### src/design/mhpq_pkg.sv
// Shared types, constants and the key compare for the min-heap priority queue.
// No dependencies; every design file but mhpq_ram depends on this package.
`timescale 1ns / 1ps

package mhpq_pkg;

    // Fixed field widths of the request and response items.
    localparam int KEY_W    = 32;
    localparam int KIND_W   = 2;
    localparam int STATUS_W = 2;
    localparam int COUNT_W  = 9;

    typedef logic signed [KEY_W-1:0] key_t;

    // Operation codes carried by a request item.
    typedef enum logic [KIND_W-1:0] {
        KIND_PUSH = 2'd0,
        KIND_POP  = 2'd1,
        KIND_PEEK = 2'd2
    } kind_t;

    // Status codes carried by a response item.
    typedef enum logic [STATUS_W-1:0] {
        ST_OK    = 2'd0,
        ST_EMPTY = 2'd1,
        ST_FULL  = 2'd2
    } status_t;

    // Sequencer states.
    typedef enum logic [2:0] {
        S_IDLE,
        S_UP,
        S_ROOT,
        S_DOWN,
        S_PLACE,
        S_FINISH
    } state_t;

    // Finished response handed from the sequencer to the output stage.
    typedef struct packed {
        key_t                key;
        status_t             status;
        logic [COUNT_W-1:0]  count;
    } result_t;

    // Signed key compare shared by the sift-up and sift-down steps.
    function automatic logic key_less(input key_t a, input key_t b);
        return a < b;
    endfunction

endpackage

### src/design/mhpq_if.sv


interface heap_rsp_if;
    logic                               valid;
    logic                               ready;
    logic signed [mhpq_pkg::KEY_W-1:0]  key_out;
    logic [mhpq_pkg::STATUS_W-1:0]      status;
    logic [mhpq_pkg::COUNT_W-1:0]       count;

    modport source (output valid, output key_out, output status, output count, input ready);
    modport sink   (input valid, input key_out, input status, input count, output ready);
endinterface

### src/design/mhpq_out.sv
// Output register stage for heap responses; frees the sequencer while the
// receiver stalls. Depends on mhpq_pkg and heap_rsp_if.
`timescale 1ns / 1ps

module mhpq_out (
    input  logic              clk,
    input  logic              rst_n,
    input  logic              res_valid,
    output logic              res_ready,
    input  mhpq_pkg::result_t res,
    heap_rsp_if.source        rsp
);

    import mhpq_pkg::*;

    logic    valid_reg, valid_next;
    result_t data_reg, data_next;
    logic    load;

    // The register takes a new item when empty or when its item leaves.
    assign res_ready = !valid_reg || rsp.ready;
    assign load      = res_valid && res_ready;

    always_comb
    begin
        data_next  = data_reg;
        valid_next = valid_reg;
        if (load)
        begin
            data_next  = res;
            valid_next = 1'b1;
        end
        else if (rsp.ready)
        begin
            valid_next = 1'b0;
        end
    end

    always_ff @(posedge clk or negedge rst_n)
    begin
        if (!rst_n)
        begin
            valid_reg <= 1'b0;
        end
        else
        begin
            valid_reg <= valid_next;
        end
    end

    always_ff @(posedge clk)
    begin
        data_reg <= data_next;
    end

    // Response channel.
    assign rsp.valid   = valid_reg;
    assign rsp.key_out = data_reg.key;
    assign rsp.status  = data_reg.status;
    assign rsp.count   = data_reg.count;

endmodule

### src/flat_wrapper.sv
// flat-port wrapper written by rule: the top's interface ports become plain ports
module mhpq_out_flat import mhpq_pkg::*;
  (clk, rst_n, res_valid, res_ready, res, rsp_valid, rsp_key_out, rsp_status, rsp_count, rsp_ready);
  heap_rsp_if rsp_i ();
  input  logic clk;
  input  logic rst_n;
  input  logic res_valid;
  output logic res_ready;
  input  mhpq_pkg::result_t res;
  output wire logic [$bits(rsp_i.valid)-1:0] rsp_valid;
  output wire logic [$bits(rsp_i.key_out)-1:0] rsp_key_out;
  output wire logic [$bits(rsp_i.status)-1:0] rsp_status;
  output wire logic [$bits(rsp_i.count)-1:0] rsp_count;
  input wire logic [$bits(rsp_i.ready)-1:0] rsp_ready;
  assign rsp_valid = rsp_i.valid;
  assign rsp_key_out = rsp_i.key_out;
  assign rsp_status = rsp_i.status;
  assign rsp_count = rsp_i.count;
  assign rsp_i.ready = rsp_ready;
  mhpq_out u_core (.clk(clk), .rst_n(rst_n), .res_valid(res_valid), .res_ready(res_ready), .res(res), .rsp(rsp_i));
endmodule
### config.mk
export PLATFORM = sky130hd
export DESIGN_NAME = mhpq_out_flat
export DESIGN_NICKNAME = d
export VERILOG_FILES = /design/src/design/mhpq_pkg.sv /design/src/design/mhpq_if.sv /design/src/design/mhpq_out.sv /design/src/flat_wrapper.sv
export SDC_FILE = /design/constraint.sdc
export NUM_CORES = 1
export LEC_CHECK = 0
export CORE_MARGIN = 1
export CORE_UTILIZATION = 59
export CTS_BUF_LIST = sky130_fd_sc_hd__clkbuf_8 sky130_fd_sc_hd__clkbuf_16
export DETAILED_ROUTE_END_ITERATION = 12
export DONT_BUFFER_PORTS = 1
export GPL_ROUTABILITY_DRIVEN = 0
export PLACE_DENSITY = 0.72
export SYNTH_ARGS = -nofsm -noshare
export SYNTH_HDL_FRONTEND = slang
export SYNTH_SLANG_ARGS = --single-unit
### constraint.sdc
create_clock -name clk -period 1.32 [get_ports clk]
set_input_delay 0.198 -clock clk [delete_from_list [all_inputs] [get_ports clk]]
set_output_delay 0.198 -clock clk [all_outputs]
set_load 0.1 [all_outputs]
==> impl_metrics.toml, run 1 <==
[synth]
synth_cells = 47
synth_simple_gate_area_share_pct = 2.14
syn-cell-area_um2 = 1350
synth_compound_area_share_pct = 0
synth-warning-count = 0
syn_area_per_cell_um2 = 28.6
synth_cell_type_count = 5
synth_top_family_by_area = "simple AND/OR/NAND/NOR gates"
synth_nets = 94
synthMuxAreaShare_pct = 0
yosys.area_share.adder_pct = 0
ys_seq_area_share_pct = 97.9
synth_xor_area_share_pct = 0
ys_ff_latch = 44

[floorplan]
start_util_pct = 65.9
die_y_um = 49.7
num_rows = 16
pin_count = 92
die_width_um = 49.7

[run_status]
haltStage = "3_5_place_dp"
run_status = "did not finish"
error = "[ERROR DPL-0033] detailed placement checks failed during check placement."

[placed_design]
hpwl_mm = 2.15
io_buffers = 0
==> through the flow <==
stage	setup TNS (ns)	instance area [um^2]
2_1_floorplan	-19.63	1350
3_3_place_gp	0	1760
==> cell usage after synthesis (all sizes together) <==
master | instances | area (um^2)
dfrtp | 1 | 25.0
edfxtp | 43 | 1290
nand2b | 2 | 20.0
and2 | 1 | 8.76
==> cell families after synthesis <==
family / after synthesis
and+or+nand+nor: 3
DFF: 44
==> run 2, diff against run 1 <==
CORE_AREA = 2 2 63 65   (was not set)
CORE_MARGIN = not set   (was 1)
CORE_UTILIZATION = not set   (was 59)
CTS_BUF_LIST = not set   (was sky130_fd_sc_hd__clkbuf_8 sky130_fd_sc_hd__clkbuf_16)
DIE_AREA = 0 0 65 67   (was not set)
PLACE_DENSITY = not set   (was 0.72)
PLACE_DENSITY_LB_ADDON = 0.15   (was not set)
==> impl_metrics.toml, run 2 <==
[critical_path]
critPathLaunch = "u_core.rsp.valid"
cp_cell_sequence = "nand2b_4 > buf_8"
cp-end-kind = "output pin"
r2r-start = "u_core.rsp.valid"
required_ns = 1.12
reg2reg_depth = 3
rrSetupSlack_ns = 0.10
startpoint_type = "flop"
cp_slowest_cell = "dfrtp_4"
crit_fanout = 2
crit_arrival_ns = 1.07
critPathKind = "reg2out"
max_stage_delay_ns = 0.50

[synth]
netlist_top_cells_count = "edfxtp_1 (43), and2_4 (1), dfrtp_1 (1), nand2b_1 (1), nand2b_4 (1)"
synth-warning-count = 0
synth.most_common_cell = "edfxtp_1"
syn-cell-area_um2 = 1350
synth_nets = 94
synth_cell_type_count = 5
yosysTopAreaCellShare_pct = 96.0
synth_cells = 47
synth-main-ff-cell = "edfxtp_1"
synthArstFlopShare_pct = 2.27
synth_area_leaders = "edfxtp_1 (96%), dfrtp_1 (1.9%), nand2b_4 (1.0%)"
syn_area_per_cell_um2 = 28.6
ys_ff_latch = 44
synth_top_cell_by_area = "edfxtp_1"
synth_edf_count = 43
ys_seq_area_share_pct = 97.9

[floorplan]
num_rows = 22
pin_count = 92
start_util_pct = 37.3
die_y_um = 67
die_area_um2 = 4360
coreArea_um2 = 3610
die_width_um = 65

[layout]
drive_gt1_share_pct = 39.7
fin_nets = 192
n_antenna_cell = 0
fillCellCount = 269
mostFrequentLayoutCells = "dlygate4sd3_1 (44), buf_4 (44), edfxtp_1 (43), clkbuf_8 (5), buf_12 (2)"
final_util_pct = 65.2
largest_reg_flops = 32
syn_to_final_growth_pct = 74.7

[cts]
clock_latency_ns = 0.28
cts_buffer_depth = 2
root_buffer = "clkbuf_8"
cts.sinks = 44
cts_tree = "built"
htree_levels = 2
path_clk_slew_ns = 0.08
cts_setup_buffers = 0
cts_buffers = 5

[global_routing]
grt_pass1_vias = 879
grt_max_degree = 23
grt_use_total_pct = 13.6
antenna_found_initial = 0
grt_pass1_wl_mm = 4.20
overflow = 0

[sta]
fmax_ghz = 0.788
setup_viol = 0
maxSlewViolCount = 0
min_period_ns = 1.27
final-hold-violation-count = 0
finalCritPeriodShare_pct = 96.1
worstMarginPinSlew_ns = 0.285
rsz0062_at_grt = "no"
clock_skew_ns = 0.00317
maxSlewHeadroom_pct = 81.2

[min_path]
hold_start = "res_valid"
hold_path_depth = 1
hp-class = "in2reg"

[run]
maxCapViolCount = 0

[pwr]
power_leakage_nw = 0.911
peakVddDrop_mv = 0.796
powerDensity_nw_per_um2 = 1480
total_power_mw = 3.49

[drt]
drt_iter0_drc = 17
drcViolationCount = 0
wl_per_cell_um = 14.7
vias_per_cell = 4.24
ant_nets = 0
first_pass_iters = 4
routed_wl_mm = 2.86
via_count = 823

[run_status]
run_status = "finished, final reports clean"

[placed_design]
io_buffers = 0
run 2: timing repair:
action	4_1_cts	5_1_grt
endpoints found under the setup margin	1	1
hold buffers	44	0
resized for setup	1	1
hold endpoints to repair	44	0
run 2: layout make-up:
| type | count | area, um^2 | share of cell area (%) |
|---|---|---|---|
| Sequential cell | 44 | 1320 | 56.2 |
| Timing Repair Buffer | 91 | 826 | 35.1 |
| Clock buffer | 5 | 68.8 | 2.93 |
| Tap cell | 48 | 60.1 | 2.56 |
| Clock inverter | 3 | 46.3 | 1.97 |
| Multi-Input combinational cell | 3 | 28.8 | 1.22 |
run 2: cell families (layout without fill, tap and decap cells):
kind of cell / count (synthesis) / in the layout / synth area share [%]
simple gates: 3 / 3 / 2.14
buf+inv: 0 / 99 / 0
flops: 44 / 44 / 97.9
run 2: critical path: cells and delay by family (launching register included):
kind	cells	cell delay [ns]
buf+inv	1	0.20
flops	1	0.50
simple gates	1	0.09
run 2: path summary, 6_finish.rpt:
path,end
max in group asynchronous,u_core.rsp.valid
setup / recovery,res_ready
hold / removal,u_core.rsp.valid
setup reg to reg,u_core.rsp.key_out[14]
hold reg to reg,u_core.rsp.valid
min in group asynchronous,u_core.rsp.valid
run 2: stage by stage:
stage / instances / hold WS, ns / setup TNS, ns / setup slack [ns] / area [um^2]
after CTS: 194 / 0.00506 / 0 / 0.0262 / 2350
after global routing: 194 / 0.0193 / 0 / 0.0107 / 2350
after global placement: 142 / -0.0975 / 0 / 0.156 / 1790
after floorplan: 47 / -0.0976 / -19.63 / -0.457 / 1350
final: 194 / 0.0142 / 0 / 0.0509 / 2350
after detailed placement: 142 / -0.0975 / 0 / 0.139 / 1790
run 2: report_power, final:
group	switching, mW	internal [mW]	total (mW)
sequential	0.0218	1.62	1.65
clock	0.440	0.569	1.01
combinational	0.628	0.202	0.830
run 2: layer usage:
layer / share of wire, % / wire, um / GRT usage (%)
met5: 0 / 0 / 0
met4: 0.49 / 14 / 3.99
met3: 10 / 299 / 4.90
met2: 58 / 1660 / 27.1
met1: 31 / 877 / 12.8
No activity file was read; power rests on OpenSTA's default activity.
